===== src/hdl/wsfr_pkg.sv =====
// ---------------------------------------------------------------------------
// wsfr_pkg: shared types and constants of the frame receiver
// Frame opcodes, result status codes, the parser phase type and the command
// that the header parser hands to the result stage through the queue.
// ---------------------------------------------------------------------------
package wsfr_pkg;

  // opcodes with a meaning of their own
  localparam logic [3:0] OP_CONT   = 4'd0;
  localparam logic [3:0] OP_BINARY = 4'd2;
  localparam logic [3:0] OP_CLOSE  = 4'd8;
  localparam logic [3:0] OP_PING   = 4'd9;
  localparam logic [3:0] OP_PONG   = 4'd10;

  // header length code that announces a 16-bit extended length
  localparam logic [6:0] LEN_EXT16 = 7'd126;

  // limit after reset
  localparam logic [31:0] MAX_BYTES_RESET = 32'd8388608;

  // command queue geometry
  localparam int unsigned QDepth = 4;
  localparam int unsigned QAw    = $clog2(QDepth);

  typedef enum logic [1:0] {
    ST_OK    = 2'd0,
    ST_CLOSE = 2'd1,
    ST_OVER  = 2'd2
  } status_e;

  typedef enum logic [2:0] {
    PH_HEAD0  = 3'd0,
    PH_HEAD1  = 3'd1,
    PH_EXTLEN = 3'd2,
    PH_KEY    = 3'd3,
    PH_DATA   = 3'd4
  } phase_e;

  // one result to build: raw byte and key byte are combined in the back stage
  typedef struct packed {
    logic [7:0] raw_byte;
    logic [7:0] key_byte;
    logic       has_byte;
    logic       for_pong;
    logic       frame_end;
    logic       message_end;
    logic       is_binary;
    status_e    status;
  } cmd_t;

  // data frames are all but close, ping and pong
  function automatic logic is_data_op(input logic [3:0] op);
    is_data_op = (op != OP_CLOSE) && (op != OP_PING) && (op != OP_PONG);
  endfunction

endpackage


===== src/hdl/wsfr_front.sv =====
// ---------------------------------------------------------------------------
// wsfr_front: header parser and byte classifier
// Walks each frame header, checks lengths against the limit, tracks the mask
// key and message state, and issues one command per result item.
// ---------------------------------------------------------------------------
module wsfr_front import wsfr_pkg::*; (
  input  logic        clk_i,
  input  logic        rst_ni,
  input  logic        max_message_bytes_we_i,
  input  logic [31:0] max_message_bytes_i,
  input  logic        take_i,
  input  logic [7:0]  rx_byte_i,
  output logic        cmd_valid_o,
  output cmd_t        cmd_o
);

  phase_e      phase_q, phase_d;
  logic        final_q, final_d;
  logic [3:0]  op_q, op_d;
  logic        mask_q, mask_d;
  logic [63:0] len_q, len_d;
  logic [2:0]  cnt_q, cnt_d;
  logic [31:0] key_q, key_d;
  logic [1:0]  kidx_q, kidx_d;
  logic [3:0]  msg_op_q, msg_op_d;
  logic [31:0] msg_size_q, msg_size_d;
  logic        halted_q, halted_d;
  logic [31:0] limit_q;

  logic        act;
  logic        hd_long;
  logic [63:0] len_new;
  logic [32:0] size_sum;
  logic        over;
  logic        known;
  logic        mask_eff;
  logic        key_done;
  logic        start;
  logic [63:0] start_len;
  logic        empty;
  logic        data_last;
  logic [3:0]  msg_op_eff;
  logic [7:0]  key_sel;

  // shared decode of the current byte
  assign act       = take_i && !halted_q;
  assign hd_long   = (rx_byte_i[6:0] >= LEN_EXT16);
  assign len_new   = (phase_q == PH_HEAD1) ? {57'd0, rx_byte_i[6:0]}
                                           : {len_q[55:0], rx_byte_i};
  assign size_sum  = {1'b0, msg_size_q} + {1'b0, len_new[31:0]};
  assign over      = (|len_new[63:32]) || (size_sum > {1'b0, limit_q});
  assign known     = act && (((phase_q == PH_HEAD1) && !hd_long) ||
                             ((phase_q == PH_EXTLEN) && (cnt_q == 3'd0)));
  assign mask_eff  = (phase_q == PH_HEAD1) ? rx_byte_i[7] : mask_q;
  assign key_done  = act && (phase_q == PH_KEY) && (cnt_q == 3'd0);
  assign start     = (known && !over && !mask_eff) || key_done;
  assign start_len = (phase_q == PH_KEY) ? len_q : len_new;
  assign empty     = start && (start_len == 64'd0);
  assign data_last = (len_q == 64'd1);
  assign msg_op_eff = (is_data_op(op_q) && (op_q != OP_CONT)) ? op_q : msg_op_q;

  // key byte for the current payload position
  always_comb begin
    unique case (kidx_q)
      2'd0:    key_sel = key_q[31:24];
      2'd1:    key_sel = key_q[23:16];
      2'd2:    key_sel = key_q[15:8];
      default: key_sel = key_q[7:0];
    endcase
  end

  // next phase
  always_comb begin
    phase_d = phase_q;
    if (act) begin
      unique case (phase_q)
        PH_HEAD0: phase_d = PH_HEAD1;
        PH_HEAD1, PH_EXTLEN: begin
          if ((phase_q == PH_HEAD1) && hd_long) begin
            phase_d = PH_EXTLEN;
          end else if (known && !over) begin
            if (mask_eff) begin
              phase_d = PH_KEY;
            end else begin
              phase_d = empty ? PH_HEAD0 : PH_DATA;
            end
          end
        end
        PH_KEY: begin
          if (key_done) begin
            phase_d = empty ? PH_HEAD0 : PH_DATA;
          end
        end
        PH_DATA: begin
          if (data_last) begin
            phase_d = PH_HEAD0;
          end
        end
        default: phase_d = PH_HEAD0;
      endcase
    end
  end

  // datapath state and command
  always_comb begin
    final_d     = final_q;
    op_d        = op_q;
    mask_d      = mask_q;
    len_d       = len_q;
    cnt_d       = cnt_q;
    key_d       = key_q;
    kidx_d      = kidx_q;
    msg_op_d    = msg_op_q;
    msg_size_d  = msg_size_q;
    halted_d    = halted_q;
    cmd_valid_o = 1'b0;
    cmd_o       = '0;
    cmd_o.status = ST_OK;

    if (act) begin
      unique case (phase_q)
        PH_HEAD0: begin
          final_d = rx_byte_i[7];
          op_d    = rx_byte_i[3:0];
        end
        PH_HEAD1: begin
          mask_d = rx_byte_i[7];
          if (hd_long) begin
            len_d = 64'd0;
            cnt_d = (rx_byte_i[6:0] == LEN_EXT16) ? 3'd1 : 3'd7;
          end else begin
            len_d = len_new;
          end
        end
        PH_EXTLEN: begin
          len_d = len_new;
          cnt_d = cnt_q - 3'd1;
        end
        PH_KEY: begin
          key_d = {key_q[23:0], rx_byte_i};
          cnt_d = cnt_q - 3'd1;
        end
        PH_DATA: begin
          kidx_d = kidx_q + 2'd1;
          len_d  = len_q - 64'd1;
          if (op_q == OP_CLOSE) begin
            if (data_last) begin
              halted_d     = 1'b1;
              cmd_valid_o  = 1'b1;
              cmd_o.frame_end = 1'b1;
              cmd_o.status = ST_CLOSE;
            end
          end else if (op_q == OP_PING) begin
            cmd_valid_o     = 1'b1;
            cmd_o.raw_byte  = rx_byte_i;
            cmd_o.key_byte  = mask_q ? key_sel : 8'd0;
            cmd_o.has_byte  = 1'b1;
            cmd_o.for_pong  = 1'b1;
            cmd_o.frame_end = data_last;
          end else if (op_q != OP_PONG) begin
            msg_size_d      = msg_size_q + 32'd1;
            cmd_valid_o     = 1'b1;
            cmd_o.raw_byte  = rx_byte_i;
            cmd_o.key_byte  = mask_q ? key_sel : 8'd0;
            cmd_o.has_byte  = 1'b1;
            if (data_last) begin
              cmd_o.frame_end   = 1'b1;
              cmd_o.message_end = final_q;
              cmd_o.is_binary   = final_q && (msg_op_eff == OP_BINARY);
              if (final_q) begin
                msg_size_d = 32'd0;
                msg_op_d   = OP_CONT;
              end
            end
          end
        end
        default: ;
      endcase

      // length now known: check the limit, then go on to key or payload
      if (known) begin
        if (over) begin
          halted_d     = 1'b1;
          cmd_valid_o  = 1'b1;
          cmd_o.status = ST_OVER;
        end else begin
          msg_op_d = msg_op_eff;
          if (mask_eff) begin
            key_d = 32'd0;
            cnt_d = 3'd3;
          end
        end
      end

      // payload start, with the empty frame event
      if (start) begin
        kidx_d = 2'd0;
        if (empty) begin
          if (op_q == OP_CLOSE) begin
            halted_d        = 1'b1;
            cmd_valid_o     = 1'b1;
            cmd_o.frame_end = 1'b1;
            cmd_o.status    = ST_CLOSE;
          end else if (op_q == OP_PING) begin
            cmd_valid_o     = 1'b1;
            cmd_o.for_pong  = 1'b1;
            cmd_o.frame_end = 1'b1;
          end else if (op_q != OP_PONG) begin
            cmd_valid_o       = 1'b1;
            cmd_o.frame_end   = 1'b1;
            cmd_o.message_end = final_q;
            cmd_o.is_binary   = final_q && (msg_op_eff == OP_BINARY);
            if (final_q) begin
              msg_size_d = 32'd0;
              msg_op_d   = OP_CONT;
            end
          end
        end
      end
    end
  end

  // state registers
  always_ff @(posedge clk_i or negedge rst_ni) begin
    if (!rst_ni) begin
      phase_q    <= PH_HEAD0;
      final_q    <= 1'b0;
      op_q       <= 4'd0;
      mask_q     <= 1'b0;
      len_q      <= 64'd0;
      cnt_q      <= 3'd0;
      key_q      <= 32'd0;
      kidx_q     <= 2'd0;
      msg_op_q   <= OP_CONT;
      msg_size_q <= 32'd0;
      halted_q   <= 1'b0;
    end else begin
      phase_q    <= phase_d;
      final_q    <= final_d;
      op_q       <= op_d;
      mask_q     <= mask_d;
      len_q      <= len_d;
      cnt_q      <= cnt_d;
      key_q      <= key_d;
      kidx_q     <= kidx_d;
      msg_op_q   <= msg_op_d;
      msg_size_q <= msg_size_d;
      halted_q   <= halted_d;
    end
  end

  // limit register
  always_ff @(posedge clk_i or negedge rst_ni) begin
    if (!rst_ni) begin
      limit_q <= MAX_BYTES_RESET;
    end else if (max_message_bytes_we_i) begin
      limit_q <= max_message_bytes_i;
    end
  end

endmodule


===== src/hdl/wsfr_queue.sv =====
// ---------------------------------------------------------------------------
// wsfr_queue: command queue between parser and result stage
// Small first-in first-out store of commands so each side stalls on its own.
// ---------------------------------------------------------------------------
module wsfr_queue import wsfr_pkg::*; (
  input  logic clk_i,
  input  logic rst_ni,
  input  logic push_i,
  input  cmd_t push_cmd_i,
  output logic full_o,
  input  logic pop_i,
  output logic valid_o,
  output cmd_t head_o
);

  cmd_t           mem [QDepth];
  logic [QAw-1:0] wr_q, wr_d;
  logic [QAw-1:0] rd_q, rd_d;
  logic [QAw:0]   cnt_q, cnt_d;

  assign full_o  = (cnt_q == (QAw+1)'(QDepth));
  assign valid_o = (cnt_q != '0);
  assign head_o  = mem[rd_q];

  // pointer and fill count update
  always_comb begin
    wr_d  = push_i ? wr_q + QAw'(1) : wr_q;
    rd_d  = pop_i ? rd_q + QAw'(1) : rd_q;
    cnt_d = cnt_q;
    if (push_i && !pop_i) begin
      cnt_d = cnt_q + (QAw+1)'(1);
    end else if (pop_i && !push_i) begin
      cnt_d = cnt_q - (QAw+1)'(1);
    end
  end

  always_ff @(posedge clk_i or negedge rst_ni) begin
    if (!rst_ni) begin
      wr_q  <= '0;
      rd_q  <= '0;
      cnt_q <= '0;
    end else begin
      wr_q  <= wr_d;
      rd_q  <= rd_d;
      cnt_q <= cnt_d;
    end
  end

  // storage
  always_ff @(posedge clk_i) begin
    if (push_i) begin
      mem[wr_q] <= push_cmd_i;
    end
  end

endmodule


===== src/hdl/wsfr_back.sv =====
// ---------------------------------------------------------------------------
// wsfr_back: result stage
// Takes commands from the queue, unmasks the payload byte and holds the
// result item in the output register until the consumer takes it.
// ---------------------------------------------------------------------------
module wsfr_back import wsfr_pkg::*; (
  input  logic       clk_i,
  input  logic       rst_ni,
  input  logic       cmd_valid_i,
  input  cmd_t       cmd_i,
  output logic       pop_o,
  output logic       out_valid_o,
  input  logic       out_stall_i,
  output logic [7:0] payload_byte_o,
  output logic       has_byte_o,
  output logic       for_pong_o,
  output logic       frame_end_o,
  output logic       message_end_o,
  output logic       is_binary_o,
  output logic [1:0] status_o
);

  logic       valid_q;
  logic [7:0] byte_q;
  logic       has_q, pong_q, fend_q, mend_q, bin_q;
  status_e    status_q;

  // load when the register is empty or its item is taken now
  assign pop_o = cmd_valid_i && (!valid_q || !out_stall_i);

  always_ff @(posedge clk_i or negedge rst_ni) begin
    if (!rst_ni) begin
      valid_q <= 1'b0;
    end else if (pop_o) begin
      valid_q <= 1'b1;
    end else if (!out_stall_i) begin
      valid_q <= 1'b0;
    end
  end

  // result payload
  always_ff @(posedge clk_i) begin
    if (pop_o) begin
      byte_q   <= cmd_i.raw_byte ^ cmd_i.key_byte;
      has_q    <= cmd_i.has_byte;
      pong_q   <= cmd_i.for_pong;
      fend_q   <= cmd_i.frame_end;
      mend_q   <= cmd_i.message_end;
      bin_q    <= cmd_i.is_binary;
      status_q <= cmd_i.status;
    end
  end

  assign out_valid_o    = valid_q;
  assign payload_byte_o = byte_q;
  assign has_byte_o     = has_q;
  assign for_pong_o     = pong_q;
  assign frame_end_o    = fend_q;
  assign message_end_o  = mend_q;
  assign is_binary_o    = bin_q;
  assign status_o       = status_q;

endmodule


===== src/hdl/websocket_frame_receiver_unit.sv =====
// A result item passes from the parser through the command queue into the output register.
// Throughput: one byte per cycle; the parser keeps up with the link byte rate.
// The 4-entry command queue lets the parser run on while a result waits downstream;
// input stalls only when that queue is full.
// Reset: parser goes to the first header byte, queue and output empty,
// limit back to 8 MiB; no clearing pass.
// ---------------------------------------------------------------------------
// websocket_frame_receiver_unit: frame receiver top level
// Header parser in front, command queue, result stage with output register.
// ---------------------------------------------------------------------------
module websocket_frame_receiver_unit import wsfr_pkg::*; (
  input  logic        clk_i,
  input  logic        rst_ni,
  input  logic        max_message_bytes_we_i,
  input  logic [31:0] max_message_bytes_i,
  input  logic        in_valid_i,
  output logic        in_stall_o,
  input  logic [7:0]  rx_byte_i,
  output logic        out_valid_o,
  input  logic        out_stall_i,
  output logic [7:0]  payload_byte_o,
  output logic        has_byte_o,
  output logic        for_pong_o,
  output logic        frame_end_o,
  output logic        message_end_o,
  output logic        is_binary_o,
  output logic [1:0]  status_o
);

  logic q_full;
  logic take;
  logic cmd_valid;
  cmd_t cmd;
  logic head_valid;
  cmd_t head;
  logic pop;

  // input item taken
  assign in_stall_o = q_full;
  assign take       = in_valid_i && !q_full;

  wsfr_front u_front (
    .clk_i                  (clk_i),
    .rst_ni                 (rst_ni),
    .max_message_bytes_we_i (max_message_bytes_we_i),
    .max_message_bytes_i    (max_message_bytes_i),
    .take_i                 (take),
    .rx_byte_i              (rx_byte_i),
    .cmd_valid_o            (cmd_valid),
    .cmd_o                  (cmd)
  );

  wsfr_queue u_queue (
    .clk_i      (clk_i),
    .rst_ni     (rst_ni),
    .push_i     (cmd_valid),
    .push_cmd_i (cmd),
    .full_o     (q_full),
    .pop_i      (pop),
    .valid_o    (head_valid),
    .head_o     (head)
  );

  wsfr_back u_back (
    .clk_i          (clk_i),
    .rst_ni         (rst_ni),
    .cmd_valid_i    (head_valid),
    .cmd_i          (head),
    .pop_o          (pop),
    .out_valid_o    (out_valid_o),
    .out_stall_i    (out_stall_i),
    .payload_byte_o (payload_byte_o),
    .has_byte_o     (has_byte_o),
    .for_pong_o     (for_pong_o),
    .frame_end_o    (frame_end_o),
    .message_end_o  (message_end_o),
    .is_binary_o    (is_binary_o),
    .status_o       (status_o)
  );

endmodule


===== config.mk =====
export PLATFORM = sky130hd
export DESIGN_NAME = websocket_frame_receiver_unit
export DESIGN_NICKNAME = d
export VERILOG_FILES = /design/src/hdl/wsfr_pkg.sv /design/src/hdl/wsfr_front.sv /design/src/hdl/wsfr_queue.sv /design/src/hdl/wsfr_back.sv /design/src/hdl/websocket_frame_receiver_unit.sv
export SDC_FILE = /design/constraint.sdc
export NUM_CORES = 1
export LEC_CHECK = 0
export BUFFER_PORTS_ARGS = -buffer_cell sky130_fd_sc_hd__clkbuf_2
export CAP_MARGIN = 15
export CORE_MARGIN = 3
export CORE_UTILIZATION = 35
export DETAILED_ROUTE_END_ITERATION = 8
export SKIP_CTS_REPAIR_TIMING = 1
export SYNTH_ARGS = -nofsm -noshare
export SYNTH_HDL_FRONTEND = slang
export SYNTH_SLANG_ARGS = --single-unit

===== constraint.sdc =====
create_clock -name clk_i -period 6.2 [get_ports clk_i]
set_clock_uncertainty 0.1 [all_clocks]
set_input_delay 0.93 -clock clk_i [delete_from_list [all_inputs] [get_ports clk_i]]
set_output_delay 0.93 -clock clk_i [all_outputs]
set_load 0.05 [all_outputs]

==> impl_metrics.env, run 1 <==
export IMPL_run_status="completed"
export IMPL_p_per_area_nw_per_um2=466
export IMPL_yosys_area_share_simple_pct=16.8
export IMPL_synthMostInstantiatedCell="sky130_fd_sc_hd__o21ai_0"
export IMPL_cell_repeated_most_along_the_worst_path="sky130_fd_sc_hd__buf_4"
export IMPL_wire_length_of_the_first_global_routing_pass_mm=72.8
export IMPL_layout_drive_gt1_share_pct=15.4
export IMPL_yosys_area_share_adder_pct=5.29
export IMPL_combined_area_of_the_multi_input_logic_cells_sq_um=8890
export IMPL_clock_insertion_delay_worst_skew_ns=0.56
export IMPL_routed_via_density=5.57
export IMPL_fin_cells=2564
export IMPL_edff_count_synth=107
export IMPL_cts_htree_levels=2
export IMPL_grt_max_degree=113
export IMPL_area_growth_synth_to_final_pct=16.2
export IMPL_critPathTopFamily="compound AO/OA/AOI/OAI gates"
export IMPL_finish_net_count=1998
export IMPL_min_period_over_period_pct=95.1
export IMPL_ys_types=94
export IMPL_timing_max_cap_violations=0
export IMPL_max_freq_mhz=170
export IMPL_timing_final_setup_violations=0
export IMPL_ir_worst_vdd_v=0.000199
export IMPL_routed_wire_length_per_instance_microns=17.4
export IMPL_crit_path_cells="or3b_4 > buf_4 > buf_4 > a21oi_1 > o41ai_4 > a21oi_2 > a311oi_2 > buf_4 > a21oi_1 > o21ai_0 > xnor2_1 > ha_1 > nand4_1 > or2_2 > o31a_1 > o221ai_2 > nor2_4 > a31oi_4 > a2bb2oi_4 > inv_1 > ha_2 > inv_2 > fa_1 > mux2_2"
export IMPL_worstSetupEndpointType="register"
export IMPL_dr_first_iter_drc_count=1276
export IMPL_cts_tree="yes"
export IMPL_number_of_pins_with_negative_max_slew_slack_in_the_final_report=0
export IMPL_timing_final_crit_period_ns=5.90
export IMPL_synth_top_family_by_area="compound AO/OA/AOI/OAI gates"
export IMPL_cp_start_kind="register"
export IMPL_fin_total_pwr_uw=9340
export IMPL_critical_path_required_ns=6.53
export IMPL_place_gp_congestion=0.882
export IMPL_place_detailed_hpwl_mm=30.4
export IMPL_post_place_ws_ns=-0.566
export IMPL_yosys_top_cells_count="sky130_fd_sc_hd__o21ai_0 (205), sky130_fd_sc_hd__dfrtp_1 (186), sky130_fd_sc_hd__nand2_1 (158)"
export IMPL_vias_in_the_first_global_route=13900
export IMPL_design_portCount=62
export IMPL_grt_overflow=0
export IMPL_synth_xor_xnor_area_share_pct=3.75
export IMPL_ant_nets=0
export IMPL_synth_seq_area_share_pct=45.7
export IMPL_crit_arrival_ns=6.23
export IMPL_p_leak_uw=0.00811
export IMPL_die_h_microns=228
export IMPL_postSynth_asyncResetShare_pct=63.6
export IMPL_cts_buffers=36
export IMPL_synth_ff_type="sky130_fd_sc_hd__dfrtp_1"
export IMPL_clk_path_buf_depth=3
export IMPL_sink_count=294
export IMPL_dpl_cell_count=2499
export IMPL_ys_warnings_count=0
export IMPL_detail_route_wirelength_mm=44.5
export IMPL_syn_area_sq_um=17300
export IMPL_post_synth_inst_count=1811
export IMPL_mux_share_of_post_synthesis_cell_area_pct=2.65
export IMPL_initial_core_utilization_pct=35.8
export IMPL_slowest_stage_delay_cp_ns=0.55
export IMPL_route_vias_total=14300
export IMPL_post_synth_cell_area_avg_sq_um=9.53
export IMPL_width_of_the_die_microns=228
export IMPL_n_antenna_cell=0
export IMPL_synthDominantCellAreaShare_pct=27.0
export IMPL_fill_cells=4677
export IMPL_timing_hold_violations_final=0
export IMPL_postSynthNetCount=1927
export IMPL_rows=80
export IMPL_ctsRootBufferMaster="sky130_fd_sc_hd__clkbuf_16"
export IMPL_final_critical_path_setup_slack_ns=0.302
export IMPL_layout_core_utilization_pct=41.6
export IMPL_postSynthRegisterBits=294
export IMPL_worst_setup_path_type="reg2reg"
export IMPL_globalRouteTotalUtil_pct=16.7
export IMPL_hold_path_class="in2async"
export IMPL_clkSlewWorstSetupHoldPaths_ns=0.05
export IMPL_crit_path_max_fanout=14
export IMPL_synth_top_area_cell="sky130_fd_sc_hd__dfrtp_1"
export IMPL_max_slew_margin_pct=30.4
export IMPL_slowest_cell_on_the_critical_path="sky130_fd_sc_hd__o41ai_4"
export IMPL_floorplan_core_area_sq_um=48200
export IMPL_post_dp_cell_area_sq_um=18700
export IMPL_fp_dieArea_sq_um=52000
export IMPL_sequential_cell_area_sq_um=7890
export IMPL_antenna_found_initial=1
export IMPL_synth_compound_area_share_pct=21.4
export IMPL_number_of_remaining_drc_errors=0
export IMPL_io_buffers=61
export IMPL_detail_route_first_pass_iterations=7
export IMPL_worst_pin_slew_ns=1.04
export IMPL_worstPathBufferInverterCount=5
export IMPL_ys_top_cells_by_area="sky130_fd_sc_hd__dfrtp_1 (27%), sky130_fd_sc_hd__edfxtp_1 (19%), sky130_fd_sc_hd__o21ai_0 (5.9%)"
export IMPL_finalInstanceArea_sq_um=20100
## stage by stage
step           TNS [ns]  hold slack, ns
6_report              0           0.353
2_1_floorplan         0           0.356
5_1_grt         -0.0550           0.401
3_5_place_dp     -45.30           0.386
3_3_place_gp     -24.22           0.382
4_1_cts          -0.126           0.394
## registers in the layout, summed over array words and instances (netlist names), 3 cells and up
register and flops:
u_front.phase_q 3, u_front.msg_op_q 4, u_queue.cnt_q 3, u_front.len_q 64
u_front.op_q 4, u_front.msg_size_q 32, u_queue.mem 92, u_front.limit_q 32
u_back.payload_byte_o 8, u_front.cnt_q 3, u_front.key_q 32
## cell families (layout without fill, tap and decap cells)
family,count (synthesis),count (layout)
compound gates,591,591
xor+xnor,74,74
fa+ha+maj,72,72
buf+inv,186,283
flops,294,294
mux,26,26
simple gates,568,568
## layout by cell type (no fill, tap or decap), drive strengths merged, types with 30 or more instances in the layout
cell type,instances
a22o,36
nand3,32
o21ai,208
a21o,38
nand2,158
nor2,127
and2,35
a21oi,144
inv,80
edfxtp,107
ha,69
buf,81
a22oi,30
dfrtp,186
clkbuf,118
or3,33
nor3,57
xor2,51
## power by group
part	switching [uW]	total, uW	internal, uW
sequential	500	2890	2390
combinational	2560	4390	1830
clock	832	2070	1230
## metal layers
metal | up-vias | wire length, microns | GRT usage, % | share of wire, %
met5 | - | 0 | 0 | 0
met4 | 0 | 1170 | 5.37 | 2.6
met3 | 76 | 2230 | 2.74 | 5.0
met2 | 396 | 20600 | 26.8 | 46
met1 | 6964 | 20500 | 23.1 | 46
li1 | 6836 | - | - | -
## final cells by class
| class | instances | area share [%] |
|---|---|---|
| repair buffers | 142 | 5.01 |
| flip-flops and latches | 294 | 39.4 |
| well taps | 656 | 4.09 |
| clock inverters | 7 | 0.468 |
| multi-input cells | 1331 | 44.3 |
| clock buffers | 57 | 5.33 |
| inverters | 77 | 1.44 |
## final timing paths
kind | start | cells past startpoint | end | slack (ns)
worst max-delay path | u_front.phase_q[0]$_DFFE_PN0P_ | 24 | u_queue.cnt_q[1]$_DFFE_PN0P_ | 0.30
max in group asynchronous | rst_ni | 2 | u_queue.cnt_q[1]$_DFFE_PN0P_ | 4.46
worst max register to register | u_front.phase_q[0]$_DFFE_PN0P_ | 24 | u_queue.cnt_q[1]$_DFFE_PN0P_ | 0.30
min in group clk_i | u_queue.cnt_q[2]$_DFFE_PN0P_ | 1 | u_queue.cnt_q[2]$_DFFE_PN0P_ | 0.39
worst min-delay path | rst_ni | 1 | u_front.limit_q[26]$_DFFE_PN0P_ | 0.35
worst min register to register | u_queue.cnt_q[2]$_DFFE_PN0P_ | 1 | u_queue.cnt_q[2]$_DFFE_PN0P_ | 0.39
Power figures use the tool's default switching activity.
==> inputs of run 2 (changes only) <==
--- a/config.mk
+++ b/config.mk
@@ -8,3 +8,3 @@
 export BUFFER_PORTS_ARGS = -buffer_cell sky130_fd_sc_hd__clkbuf_2
-export CAP_MARGIN = 15
+export CAP_MARGIN = 20
 export CORE_MARGIN = 3
==> constraint.sdc (replaced) <==
create_clock -name clk_i -period 6.2 [get_ports clk_i]
set_clock_uncertainty 0.1 [all_clocks]
set_input_delay 0 -clock clk_i [delete_from_list [all_inputs] [get_ports clk_i]]
set_output_delay 0 -clock clk_i [all_outputs]
set_load 0.05 [all_outputs]
==> run 2 against run 1 <==
Effect of this change: count of clock-buffer cells in the layout fell by 11; the flow now finishes with violations (negative hold slack); highest routed layer is now met5; clock power rose by 9%; hold slack got worse by 0.36 ns.
==> impl_metrics.env, run 2 (synthesis gave the netlist of run 1 again) <==
export IMPL_run_status="finished, violations left"
export IMPL_violations_in_the_final_reports="negative hold slack"
export IMPL_cts_buffers=35
export IMPL_pwr_share_comb_pct=45.8
export IMPL_place_gp_congestion=0.855
export IMPL_final_common_cell="sky130_fd_sc_hd__o21ai_0"
export IMPL_timing_final_crit_period_ns=5.88
export IMPL_min_period_over_period_pct=94.8
export IMPL_initial_core_utilization_pct=35.8
export IMPL_clk_path_buf_depth=3
export IMPL_timing_final_setup_violations=0
export IMPL_p_sw_share_pct=40.8
export IMPL_max_freq_mhz=170
export IMPL_pwr_share_clk_pct=23.9
export IMPL_antenna_found_initial=1
export IMPL_floorplan_core_area_sq_um=48200
export IMPL_max_slew_margin_pct=32.4
export IMPL_number_of_remaining_drc_errors=0
export IMPL_area_growth_synth_to_final_pct=18.1
export IMPL_ant_nets=0
export IMPL_timing_max_cap_violations=0
export IMPL_place_detailed_hpwl_mm=30.3
export IMPL_routed_via_density=5.53
export IMPL_ctsRootBufferMaster="sky130_fd_sc_hd__clkbuf_16"
export IMPL_wire_length_of_the_first_global_routing_pass_mm=72.3
export IMPL_detail_route_wirelength_mm=45.1
export IMPL_p_leak_uw=0.00822
export IMPL_crit_arrival_ns=6.25
export IMPL_crit_path_max_fanout=4
export IMPL_p_per_area_nw_per_um2=462
export IMPL_power_sequential_fraction_pct=30.3
export IMPL_finish_net_count=2015
export IMPL_timing_hold_violations_final=2
export IMPL_globalRouteTotalUtil_pct=16.7
export IMPL_switchingPower_uw=3850
export IMPL_vias_in_the_first_global_route=13500
export IMPL_top_register="u_queue.mem"
export IMPL_layout_cells_most_common_list="sky130_fd_sc_hd__o21ai_0 (198), sky130_fd_sc_hd__dfrtp_1 (185), sky130_fd_sc_hd__nand2_1 (158), sky130_fd_sc_hd__a21oi_1 (138), sky130_fd_sc_hd__nor2_1 (121)"
export IMPL_totalNegativeSetupSlack_ns=0
export IMPL_layout_drive_gt1_share_pct=13.9
export IMPL_grt_overflow=0
export IMPL_cts_htree_levels=2
export IMPL_critical_path_required_ns=6.57
export IMPL_io_buffers=61
export IMPL_die_h_microns=228
export IMPL_dr_first_iter_drc_count=1248
export IMPL_route_vias_total=14300
export IMPL_worstSetupEndpointType="register"
export IMPL_fin_total_pwr_uw=9430
export IMPL_cp_start_kind="register"
export IMPL_worst_pin_slew_ns=1.01
export IMPL_clkSlewWorstSetupHoldPaths_ns=0.06
export IMPL_rows=80
export IMPL_design_portCount=62
export IMPL_internal_power_uw=5580
export IMPL_detail_route_first_pass_iterations=5
export IMPL_slowest_stage_delay_cp_ns=0.44
export IMPL_cell_repeated_most_along_the_worst_path="sky130_fd_sc_hd__xor2_1"
export IMPL_cts_tree="yes"
export IMPL_largest_reg_flops=92
export IMPL_number_of_pins_with_negative_max_slew_slack_in_the_final_report=0
export IMPL_slowest_cell_on_the_critical_path="sky130_fd_sc_hd__fa_1"
export IMPL_routed_wire_length_per_instance_microns=17.5
export IMPL_fin_worst_hold_slack_ns=-0.00734
export IMPL_sink_count=294
export IMPL_layout_core_utilization_pct=42.3
export IMPL_clock_insertion_delay_worst_skew_ns=0.56
export IMPL_ff2ff_path_depth=28
export IMPL_n_antenna_cell=0
export IMPL_worst_setup_path_type="reg2reg"
export IMPL_hold_path_class="in2async"
export IMPL_width_of_the_die_microns=228
export IMPL_ir_worst_vdd_v=0.000176
export IMPL_grt_max_degree=107
export IMPL_reg_largest_list="u_queue.mem x92, u_front.len_q x64"
export IMPL_fp_dieArea_sq_um=52000
run 2: final timing paths:
path	slack, ns	startpoint	endpoint
max	0.32	u_front.msg_size_q[0]$_DFFE_PN0P_	u_queue.cnt_q[2]$_DFFE_PN0P_
min	-0.007	rst_ni	u_front.limit_q[26]$_DFFE_PN0P_
max reg2reg	0.32	u_front.msg_size_q[0]$_DFFE_PN0P_	u_queue.cnt_q[2]$_DFFE_PN0P_
min reg2reg	0.40	u_queue.cnt_q[2]$_DFFE_PN0P_	u_queue.cnt_q[2]$_DFFE_PN0P_
max in group asynchronous	5.13	rst_ni	u_front.msg_size_q[6]$_DFFE_PN0P_
min in group clk_i	0.10	max_message_bytes_i[18]	u_front.limit_q[18]$_DFFE_PN0P_
run 2: area by class of cell:
type	count	area (sq um)
multi-input cells	1331	8840
fillers	4658	27800
flip-flops and latches	294	7900
clock inverters	18	312
repair buffers	160	1280
clock buffers	46	967
inverters	77	289
well taps	656	821
run 2: stage by stage:
step	hold slack [ns]	instance area, sq um	cells	setup WS, ns
5_1_grt	0.0145	20400	2582	-0.0542
3_3_place_gp	-0.0510	18500	2469	0.147
6_report	-0.00734	20400	2582	0.321
3_5_place_dp	-0.0448	18500	2469	0.0312
4_1_cts	-0.634	19800	2533	0.00852
2_1_floorplan	-0.396	17400	1811	0.00940
run 2: critical path: cells and delay by family, from the launching register on:
family	cells	cell delay, ns
AO/OA/AOI/OAI	14	2.66
buffers and inverters	3	0.28
AND/OR/NAND/NOR	3	0.41
flip-flops	1	0.37
XOR/XNOR	3	0.48
adder cells (fa/ha/maj)	5	1.49
run 2: power by group through the flow:
stage | Clock (uW) | Combinational, uW | Sequential [uW]
floorplan | 0 | 3140 | 2810
global placement | 0 | 4070 | 2890
detailed placement | 0 | 4130 | 2900
CTS | 2310 | 4150 | 2870
global route | 2390 | 4810 | 2920
finish | 2250 | 4310 | 2860
run 2: routing by layer:
metal | track usage [%] | vias to the layer above | wire, microns
met3 | 3.08 | 77 | 2370
met5 | 0 | - | 13
met2 | 26.8 | 346 | 20900
li1 | - | 6877 | -
met1 | 23.0 | 6974 | 20500
met4 | 4.78 | 2 | 1280
